### config.mk
export PLATFORM = sky130hd
export DESIGN_NAME = frame_presentation_scheduler_top
export DESIGN_NICKNAME = d
export VERILOG_FILES = /design/src/hw/rtl/fps_pkg.sv /design/src/hw/rtl/fps_ram.sv /design/src/hw/rtl/fps_ctrl.sv /design/src/hw/rtl/fps_dp.sv /design/src/hw/rtl/frame_presentation_scheduler_top.sv
export SDC_FILE = /design/constraint.sdc
export NUM_CORES = 2
export LEC_CHECK = 0
export BUFFER_PORTS_ARGS = -buffer_cell sky130_fd_sc_hd__buf_4
export CORE_ASPECT_RATIO = 1.25
export CORE_MARGIN = 2
export CORE_UTILIZATION = 60
export DETAILED_ROUTE_END_ITERATION = 16
export PLACE_DENSITY = 0.77
export SYNTH_ARGS = -nofsm -noshare
export SYNTH_HDL_FRONTEND = slang
export SYNTH_HIERARCHICAL = 1
export SYNTH_SLANG_ARGS = --single-unit
### constraint.sdc
create_clock -name clk -period 13.6 [get_ports clk]
set_clock_uncertainty 0.15 [all_clocks]
set_input_delay 1.36 -clock clk [delete_from_list [all_inputs] [get_ports clk]]
set_output_delay 1.36 -clock clk [all_outputs]
set_load 0.02 [all_outputs]
### src/hw/rtl/fps_pkg.sv
`timescale 1ns / 1ps
`default_nettype none

package fps_pkg;

  // Queue geometry
  localparam int QUEUE_DEPTH = 16;
  localparam int PTR_W       = $clog2(QUEUE_DEPTH);
  localparam int CNT_W       = $clog2(QUEUE_DEPTH + 1);

  // Field widths
  localparam int TIME_W    = 32;
  localparam int TAG_W     = 16;
  localparam int MIN_LAT_W = 24;
  localparam int MODE_W    = 2;
  localparam int STATUS_W  = 3;

  // Stream word widths (fields packed, padded to whole bytes)
  localparam int IN_RAW_W    = TAG_W + 3 * TIME_W;
  localparam int IN_DATA_W   = ((IN_RAW_W + 7) / 8) * 8;
  localparam int OUT_RAW_W   = 1 + TAG_W + 5 * TIME_W + CNT_W;
  localparam int OUT_DATA_W  = ((OUT_RAW_W + 7) / 8) * 8;

  typedef enum logic [MODE_W-1:0] {
    MODE_PUSH  = 2'd0,
    MODE_TICK  = 2'd1,
    MODE_FLUSH = 2'd2
  } mode_t;

  typedef enum logic [STATUS_W-1:0] {
    ST_PUSHED     = 3'd0,
    ST_STALE_DROP = 3'd1,
    ST_FULL_DROP  = 3'd2,
    ST_NEW_FRAME  = 3'd3,
    ST_NO_NEW     = 3'd4,
    ST_BACKWARD   = 3'd5,
    ST_FLUSHED    = 3'd6
  } status_t;

  typedef enum logic [2:0] {
    S_IDLE,
    S_DECODE,
    S_PUSH_WR,
    S_TICK_CMP,
    S_TICK_FIN,
    S_DONE
  } state_t;

  // One queued frame
  typedef struct packed {
    logic [TAG_W-1:0]  tag;
    logic [TIME_W-1:0] source;
    logic [TIME_W-1:0] ready;
    logic [TIME_W-1:0] eligible;
  } entry_t;

  localparam int ENTRY_W = $bits(entry_t);

  // Controller to datapath
  typedef struct packed {
    logic    load_in;
    logic    calc_elig;
    logic    push_wr;
    logic    tick_arm;
    logic    rd_head;
    logic    pop;
    logic    set_disp;
    logic    flush;
    logic    set_status;
    status_t status;
    logic    out_load;
  } fps_cmd_t;

  // Datapath to controller
  typedef struct packed {
    logic [MODE_W-1:0] mode;
    logic              stale;
    logic              full;
    logic              backward;
    logic              empty;
    logic              elig_ok;
    logic              one_left;
    logic              popped;
    logic              out_free;
  } fps_sts_t;

  function automatic logic [PTR_W-1:0] ptr_next(input logic [PTR_W-1:0] p);
    return (p == PTR_W'(QUEUE_DEPTH - 1)) ? '0 : p + 1'b1;
  endfunction

endpackage

`default_nettype wire

### src/hw/rtl/fps_ram.sv
`timescale 1ns / 1ps
`default_nettype none

module fps_ram #(
  parameter int WIDTH = 8,
  parameter int DEPTH = 16
) (
  input  wire logic                     clk,
  input  wire logic                     wr_en,
  input  wire logic [$clog2(DEPTH)-1:0] wr_addr,
  input  wire logic [WIDTH-1:0]         wr_data,
  input  wire logic                     rd_en,
  input  wire logic [$clog2(DEPTH)-1:0] rd_addr,
  output logic      [WIDTH-1:0]         rd_data
);

  logic [WIDTH-1:0] mem_r [DEPTH];
  logic [WIDTH-1:0] rd_data_r;

  // Write port
  always_ff @(posedge clk) begin
    if (wr_en) begin
      mem_r[wr_addr] <= wr_data;
    end
  end

  // Registered read port
  always_ff @(posedge clk) begin
    if (rd_en) begin
      rd_data_r <= mem_r[rd_addr];
    end
  end

  assign rd_data = rd_data_r;

endmodule

`default_nettype wire

### src/hw/rtl/fps_ctrl.sv
`timescale 1ns / 1ps
`default_nettype none

module fps_ctrl import fps_pkg::*; (
  input  wire logic     clk,
  input  wire logic     rst_n,
  input  wire logic     in_valid,
  output logic          in_ready,
  input  wire fps_sts_t sts,
  output fps_cmd_t      cmd
);

  state_t state_r;
  state_t state_nxt;

  // State register
  always_ff @(posedge clk) begin
    if (!rst_n) begin
      state_r <= S_IDLE;
    end else begin
      state_r <= state_nxt;
    end
  end

  // Next state and commands
  always_comb begin
    state_nxt = state_r;
    cmd       = '0;
    cmd.status = ST_NO_NEW;
    in_ready  = 1'b0;
    unique case (state_r)
      S_IDLE: begin
        in_ready = 1'b1;
        if (in_valid) begin
          cmd.load_in = 1'b1;
          state_nxt   = S_DECODE;
        end
      end
      S_DECODE: begin
        unique case (sts.mode)
          MODE_PUSH: begin
            if (sts.stale) begin
              cmd.set_status = 1'b1;
              cmd.status     = ST_STALE_DROP;
              state_nxt      = S_DONE;
            end else if (sts.full) begin
              cmd.set_status = 1'b1;
              cmd.status     = ST_FULL_DROP;
              state_nxt      = S_DONE;
            end else begin
              cmd.calc_elig = 1'b1;
              state_nxt     = S_PUSH_WR;
            end
          end
          MODE_TICK: begin
            if (sts.backward) begin
              cmd.set_status = 1'b1;
              cmd.status     = ST_BACKWARD;
              state_nxt      = S_DONE;
            end else begin
              cmd.tick_arm = 1'b1;
              if (sts.empty) begin
                state_nxt = S_TICK_FIN;
              end else begin
                cmd.rd_head = 1'b1;
                state_nxt   = S_TICK_CMP;
              end
            end
          end
          MODE_FLUSH: begin
            cmd.flush      = 1'b1;
            cmd.set_status = 1'b1;
            cmd.status     = ST_FLUSHED;
            state_nxt      = S_DONE;
          end
          default: begin
            cmd.set_status = 1'b1;
            cmd.status     = ST_NO_NEW;
            state_nxt      = S_DONE;
          end
        endcase
      end
      S_PUSH_WR: begin
        cmd.push_wr    = 1'b1;
        cmd.set_status = 1'b1;
        cmd.status     = ST_PUSHED;
        state_nxt      = S_DONE;
      end
      S_TICK_CMP: begin
        // Pop the head if due and fetch the next one in the same cycle
        if (sts.elig_ok) begin
          cmd.pop = 1'b1;
          if (sts.one_left) begin
            state_nxt = S_TICK_FIN;
          end else begin
            cmd.rd_head = 1'b1;
          end
        end else begin
          state_nxt = S_TICK_FIN;
        end
      end
      S_TICK_FIN: begin
        cmd.set_disp   = 1'b1;
        cmd.set_status = 1'b1;
        cmd.status     = sts.popped ? ST_NEW_FRAME : ST_NO_NEW;
        state_nxt      = S_DONE;
      end
      S_DONE: begin
        if (sts.out_free) begin
          cmd.out_load = 1'b1;
          state_nxt    = S_IDLE;
        end
      end
      default: begin
        state_nxt = S_IDLE;
      end
    endcase
  end

  // A head compare always follows a read of the head entry
  a_cmp_after_read: assert property (@(posedge clk) disable iff (!rst_n)
    state_r == S_TICK_CMP |-> $past(cmd.rd_head))
    else $error("head compare without a preceding read");

  // An accepted word always goes on to be decoded
  a_accept_then_decode: assert property (@(posedge clk) disable iff (!rst_n)
    cmd.load_in |=> state_r == S_DECODE)
    else $error("accepted word not decoded");

endmodule

`default_nettype wire

### src/hw/rtl/fps_dp.sv
`timescale 1ns / 1ps
`default_nettype none

module fps_dp import fps_pkg::*; (
  input  wire logic                 clk,
  input  wire logic                 rst_n,
  input  wire logic                 cfg_we,
  input  wire logic [MIN_LAT_W-1:0] cfg_data,
  input  wire logic [MODE_W-1:0]    in_mode,
  input  wire logic [TAG_W-1:0]     in_tag,
  input  wire logic [TIME_W-1:0]    in_source,
  input  wire logic [TIME_W-1:0]    in_ready_time,
  input  wire logic [TIME_W-1:0]    in_display,
  input  wire fps_cmd_t             cmd,
  output fps_sts_t                  sts,
  input  wire logic                 out_ready,
  output logic                      out_valid,
  output logic [STATUS_W-1:0]       out_status,
  output logic                      out_has_frame,
  output logic [TAG_W-1:0]          out_tag,
  output logic [TIME_W-1:0]         out_source,
  output logic [TIME_W-1:0]         out_ready_time,
  output logic [TIME_W-1:0]         out_eligible,
  output logic [TIME_W-1:0]         out_display,
  output logic [TIME_W-1:0]         out_latency,
  output logic [CNT_W-1:0]          out_count
);

  // Configuration and captured word
  logic [MIN_LAT_W-1:0] min_lat_r;
  logic [MODE_W-1:0]    mode_r;
  logic [TAG_W-1:0]     tag_r;
  logic [TIME_W-1:0]    src_r;
  logic [TIME_W-1:0]    rdy_r;
  logic [TIME_W-1:0]    disp_r;
  logic [TIME_W-1:0]    elig_r;

  // Queue control
  logic [PTR_W-1:0] head_r;
  logic [PTR_W-1:0] tail_r;
  logic [CNT_W-1:0] count_r;

  // Presented frame and tick history
  logic              last_valid_r;
  logic [TAG_W-1:0]  last_tag_r;
  logic [TIME_W-1:0] last_source_r;
  logic [TIME_W-1:0] last_ready_r;
  logic [TIME_W-1:0] last_elig_r;
  logic [TIME_W-1:0] last_disp_r;
  logic              updated_once_r;
  logic [TIME_W-1:0] prev_tick_r;
  logic              popped_r;
  status_t           status_r;

  // Output register
  logic                out_valid_r;
  logic [STATUS_W-1:0] out_status_r;
  logic                out_has_frame_r;
  logic [TAG_W-1:0]    out_tag_r;
  logic [TIME_W-1:0]   out_source_r;
  logic [TIME_W-1:0]   out_ready_r;
  logic [TIME_W-1:0]   out_elig_r;
  logic [TIME_W-1:0]   out_disp_r;
  logic [TIME_W-1:0]   out_latency_r;
  logic [CNT_W-1:0]    out_count_r;

  // Queue storage
  entry_t            wr_entry;
  entry_t            rd_entry;
  logic [ENTRY_W-1:0] rd_raw;
  logic [PTR_W-1:0]  rd_addr;

  // Eligible time: saturated source plus latency, then at least ready time
  logic [TIME_W:0]   elig_sum;
  logic [TIME_W-1:0] elig_sat;
  logic [TIME_W-1:0] elig_calc;

  assign elig_sum  = {1'b0, src_r} + {{(TIME_W + 1 - MIN_LAT_W){1'b0}}, min_lat_r};
  assign elig_sat  = elig_sum[TIME_W] ? '1 : elig_sum[TIME_W-1:0];
  assign elig_calc = (rdy_r > elig_sat) ? rdy_r : elig_sat;

  assign wr_entry.tag      = tag_r;
  assign wr_entry.source   = src_r;
  assign wr_entry.ready    = rdy_r;
  assign wr_entry.eligible = elig_r;
  assign rd_entry          = entry_t'(rd_raw);
  assign rd_addr           = cmd.pop ? ptr_next(head_r) : head_r;

  fps_ram #(
    .WIDTH (ENTRY_W),
    .DEPTH (QUEUE_DEPTH)
  ) u_queue (
    .clk     (clk),
    .wr_en   (cmd.push_wr),
    .wr_addr (tail_r),
    .wr_data (wr_entry),
    .rd_en   (cmd.rd_head),
    .rd_addr (rd_addr),
    .rd_data (rd_raw)
  );

  // Status to the controller
  assign sts.mode     = mode_r;
  assign sts.stale    = last_valid_r && (src_r <= last_source_r);
  assign sts.full     = (count_r == CNT_W'(QUEUE_DEPTH));
  assign sts.backward = updated_once_r && (disp_r < prev_tick_r);
  assign sts.empty    = (count_r == '0);
  assign sts.elig_ok  = (rd_entry.eligible <= disp_r);
  assign sts.one_left = (count_r == CNT_W'(1));
  assign sts.popped   = popped_r;
  assign sts.out_free = !out_valid_r || out_ready;

  // Configuration register
  always_ff @(posedge clk) begin
    if (!rst_n) begin
      min_lat_r <= '0;
    end else if (cfg_we) begin
      min_lat_r <= cfg_data;
    end
  end

  // Capture the accepted word and the computed eligible time
  always_ff @(posedge clk) begin
    if (cmd.load_in) begin
      mode_r <= in_mode;
      tag_r  <= in_tag;
      src_r  <= in_source;
      rdy_r  <= in_ready_time;
      disp_r <= in_display;
    end
    if (cmd.calc_elig) begin
      elig_r <= elig_calc;
    end
    if (cmd.set_status) begin
      status_r <= cmd.status;
    end
  end

  // Queue pointers, presented frame and tick history
  always_ff @(posedge clk) begin
    if (!rst_n || cmd.flush) begin
      head_r         <= '0;
      tail_r         <= '0;
      count_r        <= '0;
      last_valid_r   <= 1'b0;
      last_tag_r     <= '0;
      last_source_r  <= '0;
      last_ready_r   <= '0;
      last_elig_r    <= '0;
      last_disp_r    <= '0;
      updated_once_r <= 1'b0;
      prev_tick_r    <= '0;
      popped_r       <= 1'b0;
    end else begin
      if (cmd.push_wr) begin
        tail_r  <= ptr_next(tail_r);
        count_r <= count_r + 1'b1;
      end
      if (cmd.tick_arm) begin
        updated_once_r <= 1'b1;
        prev_tick_r    <= disp_r;
        popped_r       <= 1'b0;
      end
      if (cmd.pop) begin
        last_valid_r  <= 1'b1;
        last_tag_r    <= rd_entry.tag;
        last_source_r <= rd_entry.source;
        last_ready_r  <= rd_entry.ready;
        last_elig_r   <= rd_entry.eligible;
        popped_r      <= 1'b1;
        head_r        <= ptr_next(head_r);
        count_r       <= count_r - 1'b1;
      end
      if (cmd.set_disp && last_valid_r) begin
        last_disp_r <= disp_r;
      end
    end
  end

  // Output register: load the finished word, drop valid once taken
  always_ff @(posedge clk) begin
    if (!rst_n) begin
      out_valid_r <= 1'b0;
    end else if (cmd.out_load) begin
      out_valid_r <= 1'b1;
    end else if (out_ready) begin
      out_valid_r <= 1'b0;
    end
  end

  always_ff @(posedge clk) begin
    if (cmd.out_load) begin
      out_status_r    <= status_r;
      out_has_frame_r <= last_valid_r;
      out_tag_r       <= last_tag_r;
      out_source_r    <= last_source_r;
      out_ready_r     <= last_ready_r;
      out_elig_r      <= last_elig_r;
      out_disp_r      <= last_disp_r;
      out_latency_r   <= last_disp_r - last_source_r;
      out_count_r     <= count_r;
    end
  end

  assign out_valid      = out_valid_r;
  assign out_status     = out_status_r;
  assign out_has_frame  = out_has_frame_r;
  assign out_tag        = out_tag_r;
  assign out_source     = out_source_r;
  assign out_ready_time = out_ready_r;
  assign out_eligible   = out_elig_r;
  assign out_display    = out_disp_r;
  assign out_latency    = out_latency_r;
  assign out_count      = out_count_r;

  // Fill level never passes the ring size
  a_count_bound: assert property (@(posedge clk) disable iff (!rst_n)
    count_r <= CNT_W'(QUEUE_DEPTH))
    else $error("queue count beyond depth");

  // Never pop an empty queue or push a full one
  a_no_underflow: assert property (@(posedge clk) disable iff (!rst_n)
    cmd.pop |-> count_r != '0)
    else $error("pop from empty queue");

  a_no_overflow: assert property (@(posedge clk) disable iff (!rst_n)
    cmd.push_wr |-> count_r != CNT_W'(QUEUE_DEPTH))
    else $error("push into full queue");

  // A waiting result is never overwritten
  a_out_hold: assert property (@(posedge clk) disable iff (!rst_n)
    cmd.out_load |-> (!out_valid_r || out_ready))
    else $error("result overwritten before taken");

endmodule

`default_nettype wire

### src/hw/rtl/frame_presentation_scheduler_top.sv
`timescale 1ns / 1ps
`default_nettype none

// Channel  Direction  Word                                   Handshake
// in_      slave      tuser: mode; tdata: tag, source,       in_tvalid / in_tready
//                     ready, display time
// out_     master     tuser: status; tdata: has_frame, tag,  out_tvalid / out_tready
//                     source, ready, eligible, display,
//                     latency, queued count
// cfg_     slave      cfg_data: min_latency_us               cfg_valid / cfg_ready
//
// One word is processed at a time. A display tick pops due frames from the
// queue head, one queue entry per cycle, through the registered read port of
// the queue memory.
// Reset is synchronous and clears pointers, count, presented frame and
// tick history; queue entries are left unwritten.
// A result waits in the output register while out_tready is low; the next
// word is accepted meanwhile, and its result waits behind that one.

module frame_presentation_scheduler_top import fps_pkg::*; (
  input  wire logic                  clk,
  input  wire logic                  rst_n,
  // Input words
  input  wire logic                  in_tvalid,
  output logic                       in_tready,
  input  wire logic [IN_DATA_W-1:0]  in_tdata,  // frame_tag, source_time_us,
                                                // ready_time_us, display_time_us
  input  wire logic [MODE_W-1:0]     in_tuser,  // mode
  // Result words
  output logic                       out_tvalid,
  input  wire logic                  out_tready,
  output logic [OUT_DATA_W-1:0]      out_tdata, // has_frame, shown_tag,
                                                // shown_source_us, shown_ready_us,
                                                // shown_eligible_us,
                                                // shown_display_us, latency_us,
                                                // queued_count, zero pad
  output logic [STATUS_W-1:0]        out_tuser, // status
  // Configuration
  input  wire logic                  cfg_valid,
  output logic                       cfg_ready,
  input  wire logic [MIN_LAT_W-1:0]  cfg_data   // min_latency_us
);

  fps_cmd_t cmd;
  fps_sts_t sts;

  logic                in_valid_ready;
  logic                out_has_frame;
  logic [TAG_W-1:0]    out_tag;
  logic [TIME_W-1:0]   out_source;
  logic [TIME_W-1:0]   out_ready_time;
  logic [TIME_W-1:0]   out_eligible;
  logic [TIME_W-1:0]   out_display;
  logic [TIME_W-1:0]   out_latency;
  logic [CNT_W-1:0]    out_count;

  assign cfg_ready = 1'b1;

  fps_ctrl u_ctrl (
    .clk      (clk),
    .rst_n    (rst_n),
    .in_valid (in_tvalid),
    .in_ready (in_valid_ready),
    .sts      (sts),
    .cmd      (cmd)
  );

  assign in_tready = in_valid_ready;

  fps_dp u_dp (
    .clk            (clk),
    .rst_n          (rst_n),
    .cfg_we         (cfg_valid && cfg_ready),
    .cfg_data       (cfg_data),
    .in_mode        (in_tuser),
    .in_tag         (in_tdata[TAG_W-1:0]),
    .in_source      (in_tdata[TAG_W +: TIME_W]),
    .in_ready_time  (in_tdata[TAG_W + TIME_W +: TIME_W]),
    .in_display     (in_tdata[TAG_W + 2 * TIME_W +: TIME_W]),
    .cmd            (cmd),
    .sts            (sts),
    .out_ready      (out_tready),
    .out_valid      (out_tvalid),
    .out_status     (out_tuser),
    .out_has_frame  (out_has_frame),
    .out_tag        (out_tag),
    .out_source     (out_source),
    .out_ready_time (out_ready_time),
    .out_eligible   (out_eligible),
    .out_display    (out_display),
    .out_latency    (out_latency),
    .out_count      (out_count)
  );

  // Pack the result word, lowest field first
  assign out_tdata = {{(OUT_DATA_W - OUT_RAW_W){1'b0}},
                      out_count, out_latency, out_display, out_eligible,
                      out_ready_time, out_source, out_tag, out_has_frame};

endmodule

`default_nettype wire

==> impl_metrics.json <==
{
  "die_area_sq_um": 162000,
  "rsz0062_at_grt": "no",
  "end_kind": "flop",
  "synth_cell_type_count": 92,
  "worstPathArrival_ns": 8.19,
  "cp-start-kind": "flop",
  "dp.final_hpwl_um": 138000,
  "regMostFlops": "u_dp/u_queue/mem_r",
  "ys_warn_count": 6,
  "syn_area_per_cell_sq_um": 19.1,
  "async_flop_share_pct": 0,
  "antenna_found_initial": 13,
  "drt_iter0_drc": 6642,
  "cts-buffers-inserted": 218,
  "power.total_mw": 15.7,
  "firstDrtPassIters": 6,
  "grt_pass1_wl_um": 355000,
  "numPortBuffers": 329,
  "final_util_pct": 68.4,
  "vdd_drop_max_v": 0.000197,
  "initial_core_util_pct": 60.4,
  "wire_per_inst_um": 32.2,
  "tightest_slew_ns": 1.21,
  "via_per_inst": 6.66,
  "final-max-slew-violation-count": 0,
  "hold_path_class": "flop to flop",
  "crit_required_ns": 14.06,
  "cts_sinks": 2458,
  "coreArea_sq_um": 158000,
  "p_leak_nw": 35.5,
  "hold_ws_ns": 0.279,
  "synthFlopType": "edfxtp_1",
  "met1_usage_pct": 40.8,
  "grt_max_degree": 116,
  "max_freq_mhz": 129,
  "hold_buffers": 0,
  "place.gp.congestion": 0.926,
  "boundaryPins": 333,
  "top_usage_layer": "met2",
  "cts-root-buf": "clkbuf_16",
  "cp_slowest_cell": "and2_4",
  "syn_inst": 4992,
  "setup_viol": 0,
  "p_per_area_nw_per_um2": 145,
  "slowest_delay_ns": 1.06,
  "die-height_um": 450,
  "path_class": "flop to flop",
  "ys_seq_elements": 2458,
  "drive_gt1_share_pct": 23.2,
  "grt.met3_usage_pct": 5.28,
  "cts_resized": 0,
  "area_delta_synth_final_pct": 13.3,
  "largest_reg_flops": 1792,
  "cts.clk_slew.worst_paths_ns": 0.07,
  "drv_cap": 0,
  "cts_buffer_depth": 3,
  "synth_edf_count": 2238,
  "fp.dieW_um": 361,
  "clk_latency_ns": 0.87,
  "ys_seq_area_share_pct": 75.0,
  "dp_slack_ns": 6.02,
  "cp_max_fo": 57,
  "syn-cell-area_sq_um": 95500,
  "ant_nets": 0,
  "htree_levels": 4,
  "hold_viol_final": 0,
  "post-route-period-util_pct": 56.8,
  "grt_use_met2_pct": 50.1,
  "grt_overflow": 0,
  "max-slew-margin-rel_pct": 19.0,
  "via_count": 51100,
  "fin_ws_ns": 5.87,
  "drc": 0,
  "status": "finished clean",
  "rows": 163,
  "grt_pass1_vias": 51300,
  "grt_usage_pct": 30.6,
  "fin_crit_ns": 7.73,
  "cts_tree": "yes",
  "fill_cells": 9554,
  "postCtsSetupBuffers": 0,
  "tns_ns": 0,
  "finalWirelength_um": 247000,
  "nets": 5756,
  "crit_chain": "inv_1 -> ha_1 -> a21o_1 -> a21o_1 -> a21oi_1 -> nor2_1 -> a2111oi_0 -> nand2_1 -> o21ai_0 -> nand4b_1 -> inv_8 -> nand4_1 -> o21ai_0 -> and2_4 -> buf_4 -> a22oi_1 -> nand2_1"
}
## worst max-delay path, delay by kind of cell, from the launching register on
kind | cells | cell delay (ns)
AOI/OAI and AO/OA | 7 | 2.61
and+or+nand+nor | 6 | 2.21
buffers and inverters | 3 | 1.67
DFF | 1 | 0.40
adders and majority gates | 1 | 0.30
## synthesized netlist by cell type, types with 10 or more instances
library cell	number	area, sq um
dfxtp_1	220	4400
nor3_2	10	100
xnor2_1	34	298
mux2i_1	177	1770
o21ai_1	10	50.1
mux4_2	448	10100
a21oi_1	143	716
o21ai_0	41	205
nor2_1	242	908
inv_1	147	552
nor3_1	28	140
nand2b_1	21	131
nand3_1	11	55.1
a22oi_1	227	1700
nor2b_1	50	313
buf_6	15	169
buf_4	38	285
a21o_1	66	495
xor2_1	20	175
ha_1	193	2410
buf_1	43	161
o21a_1	16	120
nand4_1	32	200
nand2_1	231	867
clkbuf_1	108	405
edfxtp_1	2238	67200
buf_2	22	110
## cell families after synthesis
logic type / share of synthesized area (%)
flip-flops: 75.0
buffers and inverters: 1.76
adder cells (fa/ha/maj): 2.57
AO/OA/AOI/OAI: 4.30
other: 0.00787
multiplexers: 12.4
XOR/XNOR: 0.495
AND/OR/NAND/NOR: 3.42
## per-stage QoR
| stage | instance area, sq um | cells |
|---|---|---|
| 6_report | 108000 | 7678 |
| 5_1_grt | 108000 | 7677 |
| 4_1_cts | 108000 | 7676 |
| 3_5_place_dp | 100000 | 7260 |
| 3_3_place_gp | 100000 | 7260 |
| 2_1_floorplan | 95500 | 4993 |
## cells in the final DEF (no fill, tap or decap), drive strengths merged, types with 9 or more instances in the layout
cell type  synthesis  routed
a211oi            10      10
a21o              66      66
a21oi            148     148
a22oi            227     227
and2               9       9
and3               9       9
buf              118     431
bufinv             0      34
clkbuf           108     284
clkinv             0      77
clkinvlp           0       9
dfxtp            220     220
edfxtp          2238    2238
ha               193     193
inv              147     159
mux2i            177     177
mux4             448     448
nand2            231     231
nand2b            21      21
nand3             11      11
nand4             32      32
nor2             243     243
nor2b             51      51
nor3              38      38
o21a              16      16
o21ai             54      54
o21bai            10      10
xnor2             34      34
xor2              20      20
## report_power, final
part / internal, mW / total (mW) / leakage (nW) / switching [mW]
clock network: 3.77 / 6.54 / 3.75 / 2.76
logic: 0.226 / 0.623 / 9.70 / 0.397
registers: 8.37 / 8.52 / 22.0 / 0.149
## final cells by class
| type | count | area, sq um | area share [%] |
|---|---|---|---|
| clock buffer | 284 | 6000 | 5.55 |
| sequential | 2458 | 71600 | 66.2 |
| tap | 2062 | 2580 | 2.39 |
| inverter | 147 | 559 | 0.517 |
| multi-input combinational | 2162 | 22400 | 20.7 |
| timing repair buffer | 431 | 3320 | 3.07 |
| clock inverter | 132 | 1680 | 1.55 |
| antenna | 2 | 5.00 | 0.00463 |
## per-layer routing
metal	vias to the layer above	routed length, um
li1	20900	-
met1	26300	88900
met2	3406	121000
met3	577	25300
met4	8	11900
met5	-	63
## path summary, 6_finish.rpt
path,startpoint,slack [ns],depth (start not counted),end
setup / recovery,u_dp/disp_r[25],5.87,17,u_dp/u_queue/rd_data[3]
hold / removal,u_dp/last_ready_r[12],0.28,0,u_dp/out_ready_time[12]
setup reg to reg,u_dp/disp_r[25],5.87,17,u_dp/u_queue/rd_data[3]
hold reg to reg,u_dp/last_ready_r[12],0.28,0,u_dp/out_ready_time[12]
Power figures use the tool's default switching activity.
